`src/hw/rtl/bcp_pkg.sv`:
```
// Shared types, constants and microprogram of the balance cascade controller.
`default_nettype none

package bcp_pkg;

   localparam int ACC_W   = 48;
   localparam int MA_W    = 32;
   localparam int MB_W    = 21;
   localparam int PROD_W  = MA_W + MB_W;
   localparam int PC_W    = 4;
   localparam int FILT_W  = 27;
   localparam int INTEG_W = 25;
   localparam int LAST_W  = 19;
   localparam int SE_W    = 18;
   localparam int DIFF_W  = 20;
   localparam int ERR_W   = 14;
   localparam int DRV_W   = 15;
   localparam int CSR_W   = 17;
   localparam int IDX_W   = 3;

   localparam int DRIVE_LIMIT    = 8400;
   localparam int FALL_LIMIT     = 7680;
   localparam int BOOST_LIMIT    = 4608;
   localparam int DEAD_ZONE      = 25;
   localparam int BOOST_Q10      = 1946;
   localparam int FILT_KEEP_Q10  = 819;
   localparam int FILT_NEW_Q10   = 205;
   localparam int INTEG_LIMIT_Q8 = 15360000;
   localparam int FORWARD_LIMIT  = 60000;

   localparam logic [IDX_W-1:0] REG_ANGLE_TARGET = 3'd0;
   localparam logic [IDX_W-1:0] REG_ANGLE_P_GAIN = 3'd1;
   localparam logic [IDX_W-1:0] REG_ANGLE_D_GAIN = 3'd2;
   localparam logic [IDX_W-1:0] REG_SPEED_TARGET = 3'd3;
   localparam logic [IDX_W-1:0] REG_SPEED_P_GAIN = 3'd4;
   localparam logic [IDX_W-1:0] REG_SPEED_I_GAIN = 3'd5;
   localparam logic [IDX_W-1:0] REG_SPEED_D_GAIN = 3'd6;

   localparam logic [1:0] TURN_LEFT    = 2'd1;
   localparam logic [1:0] TURN_RIGHT   = 2'd2;
   localparam logic [1:0] FWD_FORWARD  = 2'd0;
   localparam logic [1:0] FWD_BACKWARD = 2'd1;

   // multiplier operand pairs
   localparam logic [3:0] MS_NONE    = 4'd0;
   localparam logic [3:0] MS_F819    = 4'd1;
   localparam logic [3:0] MS_SE205   = 4'd2;
   localparam logic [3:0] MS_EP      = 4'd3;
   localparam logic [3:0] MS_GD      = 4'd4;
   localparam logic [3:0] MS_SESP    = 4'd5;
   localparam logic [3:0] MS_INSI    = 4'd6;
   localparam logic [3:0] MS_DFSD    = 4'd7;
   localparam logic [3:0] MS_PE1946  = 4'd8;

   localparam logic [1:0] ACC_NOP  = 2'd0;
   localparam logic [1:0] ACC_LOAD = 2'd1;
   localparam logic [1:0] ACC_ADD  = 2'd2;
   localparam logic [1:0] ACC_SUB  = 2'd3;

   localparam logic [1:0] SH_NONE  = 2'd0;
   localparam logic [1:0] SH_SHL8  = 2'd1;
   localparam logic [1:0] SH_SAR10 = 2'd2;

   localparam logic [1:0] MISC_NOP   = 2'd0;
   localparam logic [1:0] MISC_FILT  = 2'd1;
   localparam logic [1:0] MISC_SPEED = 2'd2;
   localparam logic [1:0] MISC_OUT   = 2'd3;

   localparam logic [1:0] JMP_NONE   = 2'd0;
   localparam logic [1:0] JMP_ALWAYS = 2'd1;
   localparam logic [1:0] JMP_BOOST  = 2'd2;

   localparam logic [PC_W-1:0] UA_ANGLE_TAIL = 4'd7;
   localparam logic [PC_W-1:0] UA_BOOST      = 4'd12;

   typedef struct packed {
      logic [3:0]      msel;
      logic [1:0]      acc_op;
      logic [1:0]      shf;
      logic [1:0]      misc;
      logic [1:0]      jmp;
      logic [PC_W-1:0] target;
      logic            last;
   } ucode_type;

   typedef struct packed {
      logic       fire;
      logic [3:0] msel;
      logic [1:0] acc_op;
      logic [1:0] shf;
      logic [1:0] misc;
   } ctrl_type;

   typedef struct packed {
      logic boost;
      logic out_free;
   } status_type;

   typedef struct packed {
      logic signed [13:0] angle_target;
      logic [15:0]        angle_p_gain;
      logic [15:0]        angle_d_gain;
      logic signed [16:0] speed_target;
      logic [15:0]        speed_p_gain;
      logic [15:0]        speed_i_gain;
      logic [15:0]        speed_d_gain;
   } cfg_type;

   function automatic ucode_type uword(logic [3:0] msel, logic [1:0] acc_op, logic [1:0] shf,
                                       logic [1:0] misc, logic [1:0] jmp,
                                       logic [PC_W-1:0] target, logic last);
      ucode_type w;
      w.msel   = msel;
      w.acc_op = acc_op;
      w.shf    = shf;
      w.misc   = misc;
      w.jmp    = jmp;
      w.target = target;
      w.last   = last;
      return w;
   endfunction

   // acc ops act on the product issued by the previous step
   function automatic ucode_type ucode_rom(logic [PC_W-1:0] pc);
      ucode_type w;
      unique case (pc)
         4'd0:  w = uword(MS_F819,   ACC_NOP,  SH_NONE,  MISC_NOP,   JMP_NONE,   '0, 1'b0);
         4'd1:  w = uword(MS_SE205,  ACC_LOAD, SH_NONE,  MISC_NOP,   JMP_NONE,   '0, 1'b0);
         4'd2:  w = uword(MS_NONE,   ACC_ADD,  SH_SHL8,  MISC_NOP,   JMP_NONE,   '0, 1'b0);
         4'd3:  w = uword(MS_NONE,   ACC_NOP,  SH_NONE,  MISC_FILT,  JMP_NONE,   '0, 1'b0);
         4'd4:  w = uword(MS_NONE,   ACC_NOP,  SH_NONE,  MISC_SPEED, JMP_NONE,   '0, 1'b0);
         4'd5:  w = uword(MS_EP,     ACC_NOP,  SH_NONE,  MISC_NOP,   JMP_BOOST,
                          UA_BOOST, 1'b0);
         4'd6:  w = uword(MS_GD,     ACC_LOAD, SH_NONE,  MISC_NOP,   JMP_NONE,   '0, 1'b0);
         4'd7:  w = uword(MS_SESP,   ACC_SUB,  SH_NONE,  MISC_NOP,   JMP_NONE,   '0, 1'b0);
         4'd8:  w = uword(MS_INSI,   ACC_ADD,  SH_SHL8,  MISC_NOP,   JMP_NONE,   '0, 1'b0);
         4'd9:  w = uword(MS_DFSD,   ACC_ADD,  SH_NONE,  MISC_NOP,   JMP_NONE,   '0, 1'b0);
         4'd10: w = uword(MS_NONE,   ACC_SUB,  SH_SHL8,  MISC_NOP,   JMP_NONE,   '0, 1'b0);
         4'd11: w = uword(MS_NONE,   ACC_NOP,  SH_NONE,  MISC_OUT,   JMP_NONE,   '0, 1'b1);
         4'd12: w = uword(MS_PE1946, ACC_NOP,  SH_NONE,  MISC_NOP,   JMP_NONE,   '0, 1'b0);
         4'd13: w = uword(MS_GD,     ACC_LOAD, SH_SAR10, MISC_NOP,   JMP_ALWAYS,
                          UA_ANGLE_TAIL, 1'b0);
         default: w = uword(MS_NONE, ACC_NOP,  SH_NONE,  MISC_NOP,   JMP_NONE,   '0, 1'b1);
      endcase
      return w;
   endfunction

endpackage

`default_nettype wire

```
`src/hw/rtl/bcp_useq.sv`:
```
// Microprogram sequencer: step counter, control store and jumps.
`default_nettype none

module bcp_useq
   import bcp_pkg::*;
(
   input  wire logic       clock,
   input  wire logic       reset,
   input  wire logic       req_valid,
   output logic            req_ready,
   output logic            start,
   input  wire status_type status,
   output ctrl_type        ctrl
);

   logic            busy_ff, busy_in;
   logic [PC_W-1:0] pc_ff, pc_in;
   ucode_type       cw;
   logic            stall;
   logic            take;
   logic            jump;

   assign req_ready = !busy_ff;
   assign start     = req_valid && !busy_ff;

   always_comb begin
      cw    = ucode_rom(pc_ff);
      stall = (cw.misc == MISC_OUT) && !status.out_free;
      take  = busy_ff && !stall;
      jump  = (cw.jmp == JMP_ALWAYS) || ((cw.jmp == JMP_BOOST) && status.boost);
      busy_in = busy_ff;
      pc_in   = pc_ff;
      if (start) begin
         busy_in = 1'b1;
         pc_in   = '0;
      end else if (take) begin
         if (cw.last) begin
            busy_in = 1'b0;
         end else begin
            pc_in = jump ? cw.target : pc_ff + PC_W'(1);
         end
      end
      ctrl.fire   = take;
      ctrl.msel   = cw.msel;
      ctrl.acc_op = cw.acc_op;
      ctrl.shf    = cw.shf;
      ctrl.misc   = cw.misc;
   end

   always_ff @(posedge clock) begin
      if (reset) begin
         busy_ff <= 1'b0;
         pc_ff   <= '0;
      end else begin
         busy_ff <= busy_in;
         pc_ff   <= pc_in;
      end
   end

endmodule

`default_nettype wire

```
`src/hw/rtl/bcp_datapath.sv`:
```
// Datapath: request capture, shared multiplier, accumulator, loop state and result register.
`default_nettype none

module bcp_datapath
   import bcp_pkg::*;
(
   input  wire logic               clock,
   input  wire logic               reset,
   input  wire cfg_type            cfg,
   input  wire logic               start,
   input  wire logic signed [16:0] req_pitch_angle,
   input  wire logic signed [19:0] req_gyro_rate,
   input  wire logic signed [15:0] req_left_count,
   input  wire logic signed [15:0] req_right_count,
   input  wire logic [1:0]         req_turn_mode,
   input  wire logic [13:0]        req_turn_amount,
   input  wire logic [1:0]         req_forward_mode,
   input  wire logic [15:0]        req_forward_amount,
   input  wire ctrl_type           ctrl,
   output status_type              status,
   output logic                    rsp_valid,
   input  wire logic               rsp_ready,
   output logic signed [DRV_W-1:0] rsp_left_drive,
   output logic signed [DRV_W-1:0] rsp_right_drive,
   output logic                    rsp_fallen
);

   // request capture
   logic signed [ERR_W-1:0]   err_ff, err_in;
   logic                      fallen_ff, fallen_in;
   logic                      boost_ff, boost_in;
   logic                      pfall_ff, pfall_in;
   logic signed [19:0]        gyro_ff, gyro_in;
   logic signed [SE_W-1:0]    se_ff, se_in;
   logic [1:0]                tmode_ff, tmode_in;
   logic [13:0]               tamt_ff, tamt_in;
   logic [1:0]                fmode_ff, fmode_in;
   logic [15:0]               famt_ff, famt_in;
   // loop state
   logic signed [FILT_W-1:0]  filt_ff, filt_in;
   logic signed [INTEG_W-1:0] integ_ff, integ_in;
   logic signed [LAST_W-1:0]  last_ff, last_in;
   logic signed [DIFF_W-1:0]  diff_ff, diff_in;
   // arithmetic
   logic signed [MA_W-1:0]    mul_a;
   logic signed [MB_W-1:0]    mul_b;
   logic signed [PROD_W-1:0]  prod_ff, prod_in;
   logic signed [ACC_W-1:0]   acc_ff, acc_in;
   logic signed [ACC_W-1:0]   addend;
   // result
   logic                      rsp_valid_ff, rsp_valid_in;
   logic signed [DRV_W-1:0]   left_ff, left_in;
   logic signed [DRV_W-1:0]   right_ff, right_in;
   logic                      rfallen_ff, rfallen_in;

   logic signed [17:0]        e_full;
   logic signed [SE_W-1:0]    se_now;
   logic                      pfall_now;
   logic signed [INTEG_W+2:0] integ_sum;
   logic signed [INTEG_W-1:0] integ_sat;
   logic signed [SE_W-1:0]    se_z;
   logic signed [29:0]        base;
   logic signed [30:0]        tamt_s;
   logic signed [30:0]        left_pre, right_pre;
   logic [15:0]               famt_eff;
   logic signed [INTEG_W-1:0] famt_q8;

   function automatic logic signed [DRV_W-1:0] sat_drive(logic signed [30:0] x);
      logic signed [DRV_W-1:0] r;
      if (x > 31'sd8400) begin
         r = DRV_W'(DRIVE_LIMIT);
      end else if (x < -31'sd8400) begin
         r = -DRV_W'(DRIVE_LIMIT);
      end else begin
         r = x[DRV_W-1:0];
      end
      return r;
   endfunction

   assign status.boost    = boost_ff;
   assign status.out_free = !rsp_valid_ff || rsp_ready;

   // capture and per-tick flags
   always_comb begin
      e_full    = 18'(cfg.angle_target) - 18'(req_pitch_angle);
      se_now    = SE_W'(req_left_count) + SE_W'(req_right_count) - SE_W'(cfg.speed_target);
      pfall_now = (req_pitch_angle > 17'sd7680) || (req_pitch_angle < -17'sd7680);
      fallen_in = (e_full > 18'sd7680) || (e_full < -18'sd7680);
      if (fallen_in || ((e_full <= 18'sd25) && (e_full >= -18'sd25))) begin
         err_in = '0;
      end else begin
         err_in = e_full[ERR_W-1:0];
      end
      boost_in = !fallen_in && ((e_full > 18'sd4608) || (e_full < -18'sd4608));
      pfall_in = pfall_now;
      gyro_in  = req_gyro_rate;
      tmode_in = req_turn_mode;
      tamt_in  = fallen_in ? 14'd0 : req_turn_amount;
      fmode_in = req_forward_mode;
      famt_in  = fallen_in ? 16'd0 : req_forward_amount;
   end

   // shared multiplier operands
   always_comb begin
      mul_a = '0;
      mul_b = '0;
      unique case (ctrl.msel)
         MS_F819: begin
            mul_a = MA_W'(filt_ff);
            mul_b = MB_W'(FILT_KEEP_Q10);
         end
         MS_SE205: begin
            mul_a = MA_W'(se_ff);
            mul_b = MB_W'(FILT_NEW_Q10);
         end
         MS_EP: begin
            mul_a = MA_W'(err_ff);
            mul_b = {5'b0, cfg.angle_p_gain};
         end
         MS_GD: begin
            mul_a = MA_W'(gyro_ff);
            mul_b = {5'b0, cfg.angle_d_gain};
         end
         MS_SESP: begin
            mul_a = MA_W'(se_ff);
            mul_b = {5'b0, cfg.speed_p_gain};
         end
         MS_INSI: begin
            mul_a = MA_W'(integ_ff);
            mul_b = {5'b0, cfg.speed_i_gain};
         end
         MS_DFSD: begin
            mul_a = MA_W'(diff_ff);
            mul_b = {5'b0, cfg.speed_d_gain};
         end
         MS_PE1946: begin
            mul_a = prod_ff[MA_W-1:0];
            mul_b = MB_W'(BOOST_Q10);
         end
         default: begin
            mul_a = '0;
            mul_b = '0;
         end
      endcase
      prod_in = mul_a * mul_b;
   end

   // accumulator
   always_comb begin
      case (ctrl.shf)
         SH_SHL8:  addend = ACC_W'(prod_ff) <<< 8;
         SH_SAR10: addend = ACC_W'(prod_ff >>> 10);
         default:  addend = ACC_W'(prod_ff);
      endcase
      acc_in = acc_ff;
      if (ctrl.fire) begin
         unique case (ctrl.acc_op)
            ACC_LOAD: acc_in = addend;
            ACC_ADD:  acc_in = acc_ff + addend;
            ACC_SUB:  acc_in = acc_ff - addend;
            default:  acc_in = acc_ff;
         endcase
      end
   end

   // loop state and result
   always_comb begin
      integ_sum = (INTEG_W+3)'(integ_ff) + (INTEG_W+3)'(filt_ff);
      if (integ_sum > (INTEG_W+3)'(INTEG_LIMIT_Q8)) begin
         integ_sat = INTEG_W'(INTEG_LIMIT_Q8);
      end else if (integ_sum < -(INTEG_W+3)'(INTEG_LIMIT_Q8)) begin
         integ_sat = -INTEG_W'(INTEG_LIMIT_Q8);
      end else begin
         integ_sat = integ_sum[INTEG_W-1:0];
      end
      se_z = pfall_ff ? '0 : se_ff;

      base      = acc_ff[ACC_W-1:18];
      tamt_s    = $signed({17'b0, tamt_ff});
      left_pre  = 31'(base);
      right_pre = 31'(base);
      if (tmode_ff == TURN_LEFT) begin
         left_pre  = 31'(base) - tamt_s;
         right_pre = 31'(base) + tamt_s;
      end else if (tmode_ff == TURN_RIGHT) begin
         left_pre  = 31'(base) + tamt_s;
         right_pre = 31'(base) - tamt_s;
      end
      famt_eff = (famt_ff > 16'(FORWARD_LIMIT)) ? 16'(FORWARD_LIMIT) : famt_ff;
      famt_q8  = $signed({1'b0, famt_eff, 8'b0});

      filt_in      = filt_ff;
      integ_in     = integ_ff;
      last_in      = last_ff;
      diff_in      = diff_ff;
      se_in        = start ? se_now : se_ff;
      left_in      = left_ff;
      right_in     = right_ff;
      rfallen_in   = rfallen_ff;
      rsp_valid_in = rsp_ready ? 1'b0 : rsp_valid_ff;
      if (ctrl.fire) begin
         unique case (ctrl.misc)
            MISC_FILT: begin
               filt_in = acc_ff[FILT_W+9:10];
            end
            MISC_SPEED: begin
               filt_in  = pfall_ff ? '0 : filt_ff;
               integ_in = pfall_ff ? '0 : integ_sat;
               se_in    = se_z;
               diff_in  = DIFF_W'(se_z) - DIFF_W'(last_ff);
            end
            MISC_OUT: begin
               last_in = LAST_W'(se_ff);
               if (fmode_ff == FWD_FORWARD) begin
                  integ_in = famt_q8;
               end else if (fmode_ff == FWD_BACKWARD) begin
                  integ_in = -famt_q8;
               end
               left_in      = sat_drive(left_pre);
               right_in     = sat_drive(right_pre);
               rfallen_in   = fallen_ff;
               rsp_valid_in = 1'b1;
            end
            default: begin
               filt_in = filt_ff;
            end
         endcase
      end
   end

   always_ff @(posedge clock) begin
      if (reset) begin
         filt_ff      <= '0;
         integ_ff     <= '0;
         last_ff      <= '0;
         rsp_valid_ff <= 1'b0;
      end else begin
         filt_ff      <= filt_in;
         integ_ff     <= integ_in;
         last_ff      <= last_in;
         rsp_valid_ff <= rsp_valid_in;
      end
   end

   always_ff @(posedge clock) begin
      if (start) begin
         err_ff    <= err_in;
         fallen_ff <= fallen_in;
         boost_ff  <= boost_in;
         pfall_ff  <= pfall_in;
         gyro_ff   <= gyro_in;
         tmode_ff  <= tmode_in;
         tamt_ff   <= tamt_in;
         fmode_ff  <= fmode_in;
         famt_ff   <= famt_in;
      end
      se_ff      <= se_in;
      diff_ff    <= diff_in;
      prod_ff    <= prod_in;
      acc_ff     <= acc_in;
      left_ff    <= left_in;
      right_ff   <= right_in;
      rfallen_ff <= rfallen_in;
   end

   assign rsp_valid       = rsp_valid_ff;
   assign rsp_left_drive  = left_ff;
   assign rsp_right_drive = right_ff;
   assign rsp_fallen      = rfallen_ff;

endmodule

`default_nettype wire

```
`src/hw/rtl/balance_cascade_pid.sv`:
```
// Top level of the balance cascade controller: register file, sequencer and datapath.
//
// One request is one control tick: pitch, gyro rate, both encoder counts and the
// turn and forward commands. One response follows each request: both wheel drives,
// saturated to +-8400, and the fallen flag.
// Request and response channels use valid/ready; a request is taken when req_valid
// and req_ready are both high. The csr_ port writes one gain or target register per
// cycle when csr_wr_en is high; write only while no request is in flight.
// rsp_valid rises when the microprogram has finished after the request is taken; it runs
// a longer path when the angle error is beyond the 18 degree boost threshold (the
// boosted gain needs a second pass through the shared multiplier). req_ready rises in
// the same cycle as rsp_valid, so a new request is taken only once the last one has run
// its whole microprogram on the single multiplier, which waits at its output step.
// A response waiting in the output register does not block the next request; a
// second response is held back until the receiver takes the first.
// Synchronous reset clears all gains and targets, the speed filter, integral and
// last speed error, and empties the output register.
`default_nettype none

module balance_cascade_pid
   import bcp_pkg::*;
(
   input  wire logic               clock,
   input  wire logic               reset,
   input  wire logic               req_valid,
   output logic                    req_ready,
   input  wire logic signed [16:0] req_pitch_angle,
   input  wire logic signed [19:0] req_gyro_rate,
   input  wire logic signed [15:0] req_left_count,
   input  wire logic signed [15:0] req_right_count,
   input  wire logic [1:0]         req_turn_mode,
   input  wire logic [13:0]        req_turn_amount,
   input  wire logic [1:0]         req_forward_mode,
   input  wire logic [15:0]        req_forward_amount,
   output logic                    rsp_valid,
   input  wire logic               rsp_ready,
   output logic signed [14:0]      rsp_left_drive,
   output logic signed [14:0]      rsp_right_drive,
   output logic                    rsp_fallen,
   input  wire logic               csr_wr_en,
   input  wire logic [2:0]         csr_index,
   input  wire logic [16:0]        csr_wdata
);

   cfg_type    cfg_ff, cfg_in;
   logic       start;
   ctrl_type   ctrl;
   status_type status;

   always_comb begin
      cfg_in = cfg_ff;
      if (csr_wr_en) begin
         unique case (csr_index)
            REG_ANGLE_TARGET: cfg_in.angle_target = csr_wdata[13:0];
            REG_ANGLE_P_GAIN: cfg_in.angle_p_gain = csr_wdata[15:0];
            REG_ANGLE_D_GAIN: cfg_in.angle_d_gain = csr_wdata[15:0];
            REG_SPEED_TARGET: cfg_in.speed_target = csr_wdata;
            REG_SPEED_P_GAIN: cfg_in.speed_p_gain = csr_wdata[15:0];
            REG_SPEED_I_GAIN: cfg_in.speed_i_gain = csr_wdata[15:0];
            REG_SPEED_D_GAIN: cfg_in.speed_d_gain = csr_wdata[15:0];
            default:          cfg_in = cfg_ff;
         endcase
      end
   end

   always_ff @(posedge clock) begin
      if (reset) begin
         cfg_ff <= '0;
      end else begin
         cfg_ff <= cfg_in;
      end
   end

   bcp_useq u_useq (
      .clock     (clock),
      .reset     (reset),
      .req_valid (req_valid),
      .req_ready (req_ready),
      .start     (start),
      .status    (status),
      .ctrl      (ctrl)
   );

   bcp_datapath u_datapath (
      .clock              (clock),
      .reset              (reset),
      .cfg                (cfg_ff),
      .start              (start),
      .req_pitch_angle    (req_pitch_angle),
      .req_gyro_rate      (req_gyro_rate),
      .req_left_count     (req_left_count),
      .req_right_count    (req_right_count),
      .req_turn_mode      (req_turn_mode),
      .req_turn_amount    (req_turn_amount),
      .req_forward_mode   (req_forward_mode),
      .req_forward_amount (req_forward_amount),
      .ctrl               (ctrl),
      .status             (status),
      .rsp_valid          (rsp_valid),
      .rsp_ready          (rsp_ready),
      .rsp_left_drive     (rsp_left_drive),
      .rsp_right_drive    (rsp_right_drive),
      .rsp_fallen         (rsp_fallen)
   );

endmodule

`default_nettype wire

```
`config.mk`:
```
export PLATFORM = sky130hd
export DESIGN_NAME = balance_cascade_pid
export DESIGN_NICKNAME = d
export VERILOG_FILES = /design/src/hw/rtl/bcp_pkg.sv /design/src/hw/rtl/bcp_useq.sv /design/src/hw/rtl/bcp_datapath.sv /design/src/hw/rtl/balance_cascade_pid.sv
export SDC_FILE = /design/constraint.sdc
export NUM_CORES = 2
export LEC_CHECK = 0
export ABC_AREA = 1
export BUFFER_PORTS_ARGS = -buffer_cell sky130_fd_sc_hd__buf_2
export CORE_MARGIN = 10
export CORE_UTILIZATION = 50
export CTS_CLUSTER_DIAMETER = 100
export DETAILED_ROUTE_END_ITERATION = 7
export PLACE_DENSITY = 0.66
export SETUP_SLACK_MARGIN = 0.3
export SLEW_MARGIN = 25
export SYNTH_ARGS = -nofsm -noshare
export SYNTH_HDL_FRONTEND = slang
export SYNTH_SLANG_ARGS = --single-unit
```
`constraint.sdc`:
```
create_clock -name clock -period 16.02 [get_ports clock]
set_clock_uncertainty 0.1 [all_clocks]
set_input_delay 4.005 -clock clock [delete_from_list [all_inputs] [get_ports clock]]
set_output_delay 4.005 -clock clock [all_outputs]
set_load 0.01 [all_outputs]
```
After elaboration in Yosys (flattened, before gate mapping)
Memory sizes are Yosys's and may differ from the RTL's. A register that Yosys moved wholly into a read port is not among the register bits.
Cells that the tools add are included.
- register bits after elaboration: 428
- bits of input ports: 128
- memories: 1
- word-level logic and storage cells: 163
- output and inout bits: 33
- ROM bits: 272
- memory list (name ; words ; width ; rd ports ; clocked after Yosys merged registers in ; write ports ; line ; source):
    (no name shown) ; 16 ; 17 ; 1 ; 1 ; 0 ; bcp_pkg.sv:126 ; unique case (pc)
- bitwise logic cells: 1
- equal/unequal tests: 29
- muxes and demuxes: 32
- multipliers: 1
- magnitude comparators: 15
- add/sub/neg operators: 11
- reductions and logical operators: 42
- operators with widths (kind ; count):
    $pmux 32 s7 ; 1
    $pmux 48 s3 ; 1
    $pmux 16 s8 ; 1
    $mux 25 ; 5
    $mux 31 ; 4
    $pmux 48 s2 ; 1
    $mux 18 ; 4
    $gt 31x15->1 const B ; 2
    $lt 31x15->1 const B ; 2
    $pmux 27 s2 ; 1
    $pmux 25 s2 ; 1
    $mul 32x17->49 ; 1
    $add 48x48->48 ; 1
    $sub 48x48->48 ; 1
    $gt 18x14->1 const B ; 2
    $lt 18x14->1 const B ; 2
    $add 30x15->31 ; 1
    $sub 30x15->31 ; 1
    $mux 15 ; 2
    $add 25x27->28 ; 1
    $gt 28x25->1 const B ; 1
    $lt 28x25->1 const B ; 1
    $mux 27 ; 1
    $neg 24->25 ; 1
    35 further kinds ; 92

Depth between registers and ports, before layout
- depth after elaboration: 9
- mapped depth: 38
- gate-level depth less buffers: 37

By module
From an unflattened synthesis, not the netlist that was laid out.
- cell total of the unflattened synthesis: 7454
- area, all modules: 52246.4 um^2
- by module, submodules not included (module ; sequential area each (um^2) ; area each (um^2) ; cells each ; instances):
    bcp_datapath ; 7837.5 ; 46786.1 ; 6690 ; 1
    balance_cascade_pid ; 2222.1 ; 4541.9 ; 636 ; 1
    bcp_useq ; 360.3 ; 918.4 ; 128 ; 1

Worst setup path after synthesis
OpenSTA, ideal clock, no wires.
- path type: flip-flop to flip-flop
- start point: reg, netlist name u_useq.cw[16]
- end point: reg u_datapath.prod_ff[39]
- clock period less this slack: 7.075 ns
- setup time: 0.123 ns
- cell stages (with the launch flop): 36
- required time: 15.797 ns
- path buffers: 2
- slack: 8.945 ns
- data arrival time: 6.852 ns
- cell sequence: dfxtp_1 -> inv_1 -> nand2_1 -> inv_2 -> nand2_1 -> inv_2 -> nor2_4 -> inv_1 -> clkbuf_1 -> a22oi_1 -> nand3_1 -> nor3_1 -> clkbuf_1 -> nor2_1 -> fa_1 -> inv_1 -> fa_1 -> fa_1 -> inv_1 -> fa_1 -> fa_1 -> inv_1 -> fa_1 -> inv_1 -> ha_1 -> a21oi_1 -> inv_1 -> a31oi_1 -> a21boi_0 -> inv_1 -> nand2_1 -> nand2_1 -> a21oi_1 -> or2_2 -> o21ai_1 -> xor2_1
- word-level cells in the longest chain between the ends: 4
- elaborated cells on any way between the ends: 12
- classes of those cells: mul: 1; eq/ne: 8; mux: 2; reduce/logical: 1
- ends and longest elaborated chain (what ; line ; source):
    $eq 4x2->1 or $eq 4x3->1 (tied branches) ; bcp_datapath.sv:107 ; unique case (ctrl.msel)
    $reduce_or 2->1 (no line) ; - ;
    $pmux 32 s7 ; bcp_datapath.sv:107 ;
    $mul 32x17->49 * ; bcp_datapath.sv:145 ; prod_in = mul_a * mul_b;
    net u_datapath.prod_in[39] ; bcp_datapath.sv:47 ; logic signed [PROD_W-1:0] prod_ff, prod_in;
    to (signal assigned) ; bcp_datapath.sv:259 ; prod_ff <= prod_in;
    to (decl) ; bcp_datapath.sv:47 ;
Mark *: on every way through the listed nets, which the timed path passes. The rest lies on a longest branch.
A chain may end at the register's enable or synchronous reset.

Worst setup path in the final report
- start point: reg, netlist name u_useq.cw[15]
- end point: reg u_datapath.prod_ff[44]
- word-level cells in the longest chain between the ends: 4
- elaborated cells on any way between the ends: 12
- classes of those cells: mul: 1; eq/ne: 8; mux: 2; reduce/logical: 1
- ends and longest elaborated chain (what ; line):
    $eq 4x2->1 or $eq 4x3->1 (tied branches) ; bcp_datapath.sv:107
    $reduce_or 2->1 (no line) ; -
    $pmux 32 s7 ; bcp_datapath.sv:107
    $mul 32x17->49 * ; bcp_datapath.sv:145
    net u_datapath.prod_in[44] ; bcp_datapath.sv:47
Marked as above.

==> impl_results.md <==
* Largest net degree at the start of global routing at 120
* Overall Global Routing Usage at approximately 29%
* Final setup vio count at 0
* Ranking of synthesized cells by area: fa_1 (20%), nand2_1 (12%), inv_1 (11%)
* CTS tree: built
* Ports at 161
* Number of global-route vias before repair at roughly 48000
* # hold bufs at CTS at 0
* Worst-Margin Slew at approximately 1.2 ns
* Root Driver: clkbuf_16
* Die W at ~340 um
* Mapped Area at slightly above 0.05 sq mm
* Die ar. at 0.116 sq mm
* CP Max Fanout at 27
* Synthesized flop and latch total at around 440
* Worst Path Required at between 15 and 20 ns
* CTS max path bufs at 3
* Initial DRC count at about 4500
* First-pass GRT wire length at between 200 and 300 mm
* F_max at roughly 110 MHz
* Flop-to-flop setup slack at around 6.6 ns
* Final antenna diode count at 0
* Area share of the largest cell type after synthesis at 19.9%
* Worst Setup EP: u_datapath.prod_ff[44]
* TritonRoute pass-1 iters at 6
* Ys flop type: dfxtp_1
* Reg2reg path depth at 24
* Share of cells above drive strength 1 at 5.94%
* Vias at around 48000
* Type of origin of the critical path: flip-flop
* Die Y at roughly 340 um
* Final Hold Viols at 0
* Cells after Synth at 7363
* Worst EP arrival at between 9 and 10 ns
* Outcome: complete, no violations
* Most common cell in the netlist: nand2_1
* Syn_area_per_cell at roughly 7 sq um
* Final Wtd Congestion at roughly 0.98
* Final Max Tran Viols at 0
* CP Launch Point: u_useq.cw[15]
* Worst-path clk slew at about 0.07 ns
* Initial antenna violation count at 3
* Sequential element share of the synthesized area at between 20% and 30%
* Area leader, netlist: fa_1
* Post-DP HPWL at 141 mm
* Unrepaired setup endpoints after global routing: false
* Power per cell area at roughly 88 mW/mm^2
* Max-slew headroom at ~22%
* Net total in the final layout at 8348
* Layout Area Growth over Synthesis at 7.91%
* H-Tree Depth at 2
* Remaining antenna violation count at 0
* Crit. End Element: flip-flop
* Post-route clock period utilization at between 50 and 60%
* Total power at roughly 4.9 mW
* CTS resizes at 0
* Setup Fix Bufs, Post-CTS at 0
* Via-per-instance ratio at 5.46
* Total routed wirelength at ~170 mm
* Max cap viols at 0
* Worst r2r dst: u_datapath.prod_ff[44]
* IO Port Bufs at 160
* VDD IR max at 0.0000957 V
* GRT overflow at 0
* Starting Density at 50.5%
* Residual DRC count at 0
* Worst Hold Class: reg -> reg
* Leakage power at 28.1 nW
* Worst reg2reg startpoint: u_useq.cw[15]
* FFs w/ async S/R, synth at 0%
* Setup TNS at 0 ns
* Clock sinks at 436
* Yosys warning count at 0
* Final Critical Period at roughly 9.4 ns
* Synthesized net count at 8280
* CTS Buf Count at 52
* CORE AREA at ~0.1 sq mm
* Unique cell type count in the Yosys netlist at between 60 and 70
* Most common library cells after synthesis: nand2_1 (1610), inv_1 (1545), nor2_1 (895)
* Setup CP Type: reg -> reg
* FP Rows at roughly 120
* Routed wire per std cell at slightly below 20 um
* Worst skew pair latency at between 0.6 and 0.7 ns
* Post-synth EDFFs at 169
==> logic make-up (layout without fill, tap and decap cells) <==
logic type,count (synthesis),in the layout,synth area share (%)
simple gates,3167,3167,25.6
buf+inv,1779,1891,13.3
compound gates,1002,1002,10.9
flops,436,436,20.3
xor+xnor,182,182,3.10
fa+ha+maj,789,789,26.7
mux,8,8,0.156
==> layout by cell type (no fill, tap or decap), types with 124 or more instances in the layout <==
cell type,instances
inv_1,1543
buf_2,160
fa_1,512
nor2_1,889
a21oi_1,391
ha_1,277
nand3_1,396
edfxtp_1,169
dfxtp_1,266
xor2_1,124
nand2_1,1610
o21ai_0,361
==> where the power goes <==
group | total, mW | switching (mW) | internal, mW | leakage, nW
sequential | 1.41 | 0.134 | 1.28 | 3.77
clock | 1.30 | 0.538 | 0.764 | 0.938
combinational | 2.17 | 1.45 | 0.717 | 23.4
==> how the worst min path moves through the flow <==
stage,start,to,slack (ns),depth (start not counted)
2_1_floorplan,u_datapath.fallen_ff,u_datapath.rsp_fallen,0.30,0
3_3_place_gp,u_datapath.fallen_ff,u_datapath.rsp_fallen,0.31,0
3_5_place_dp,u_datapath.fallen_ff,u_datapath.rsp_fallen,0.32,0
4_1_cts,u_datapath.fallen_ff,u_datapath.rsp_fallen,0.33,0
5_1_grt,u_datapath.fallen_ff,u_datapath.rsp_fallen,0.34,0
6_report,u_datapath.fallen_ff,u_datapath.rsp_fallen,0.33,0
==> cell type report <==
cell class | instances | area [sq um]
clock inverters | 29 | 335
fillers | 10200 | 46400
well taps | 1368 | 1710
clock buffers | 69 | 1570
repair buffers | 223 | 1290
multi-input cells | 5148 | 34300
inverters | 1570 | 5900
flip-flops and latches | 436 | 10400
==> stage by stage <==
step / cell area [sq um] / std cells / worst slack, ns / hold slack [ns] / util [%]
2_1_floorplan: 51400 / 7363 / 8.95 / 0.300 / -
3_3_place_gp: 53600 / 8744 / 6.83 / 0.306 / 52.6
3_5_place_dp: 53600 / 8744 / 6.65 / 0.318 / 52.6
4_1_cts: 55500 / 8842 / 6.66 / 0.333 / 54.4
5_1_grt: 55500 / 8843 / 6.11 / 0.337 / 54.5
6_report: 55500 / 8843 / 6.58 / 0.329 / 54.5
==> worst max-delay path: stages (launching register included) <==
cell     delay (ns)
dfxtp_1        0.40
nand2_1        0.15
inv_2          0.08
nand2_1        0.40
inv_2          0.64
a21oi_1        0.33
nand4_2        0.31
inv_1          0.38
nor2_1         0.86
inv_1          0.13
fa_1           0.69
inv_1          0.14
fa_1           0.90
fa_1           0.52
fa_1           0.47
fa_1           0.55
inv_1          0.05
fa_1           0.52
inv_1          0.04
ha_1           0.38
nand2_1        0.11
nor2_1         0.22
nand2_1        0.10
o41ai_1        0.62
xor2_1         0.14
==> registers in the layout (all words and copies together) (netlist names), 2 cells and up <==
| name | cells |
|---|---|
| u_datapath.rsp_right_drive | 15 |
| u_datapath.last_ff | 18 |
| u_datapath.fmode_ff | 2 |
| u_useq.cw | 13 |
| u_datapath.acc_ff | 48 |
| u_datapath.famt_ff | 16 |
| u_datapath.prod_ff | 49 |
| u_useq.pc_ff | 4 |
| u_datapath.rsp_left_drive | 15 |
| u_datapath.err_ff | 14 |
| u_datapath.filt_ff | 27 |
| u_datapath.diff_ff | 19 |
| u_datapath.se_ff | 18 |
| u_datapath.tmode_ff | 2 |
| cfg_ff | 111 |
| u_datapath.tamt_ff | 14 |
| u_datapath.integ_ff | 25 |
| u_datapath.gyro_ff | 20 |
==> metal layers <==
layer	part of all wire, %	vias to the layer above	GRT usage (%)
li1	-	23000	-
met4	4.2	0	10.8
met2	46	1833	48.2
met1	42	23000	38.9
met5	0	-	0
met3	7.8	400	4.37
Power figures use the tool's default switching activity.
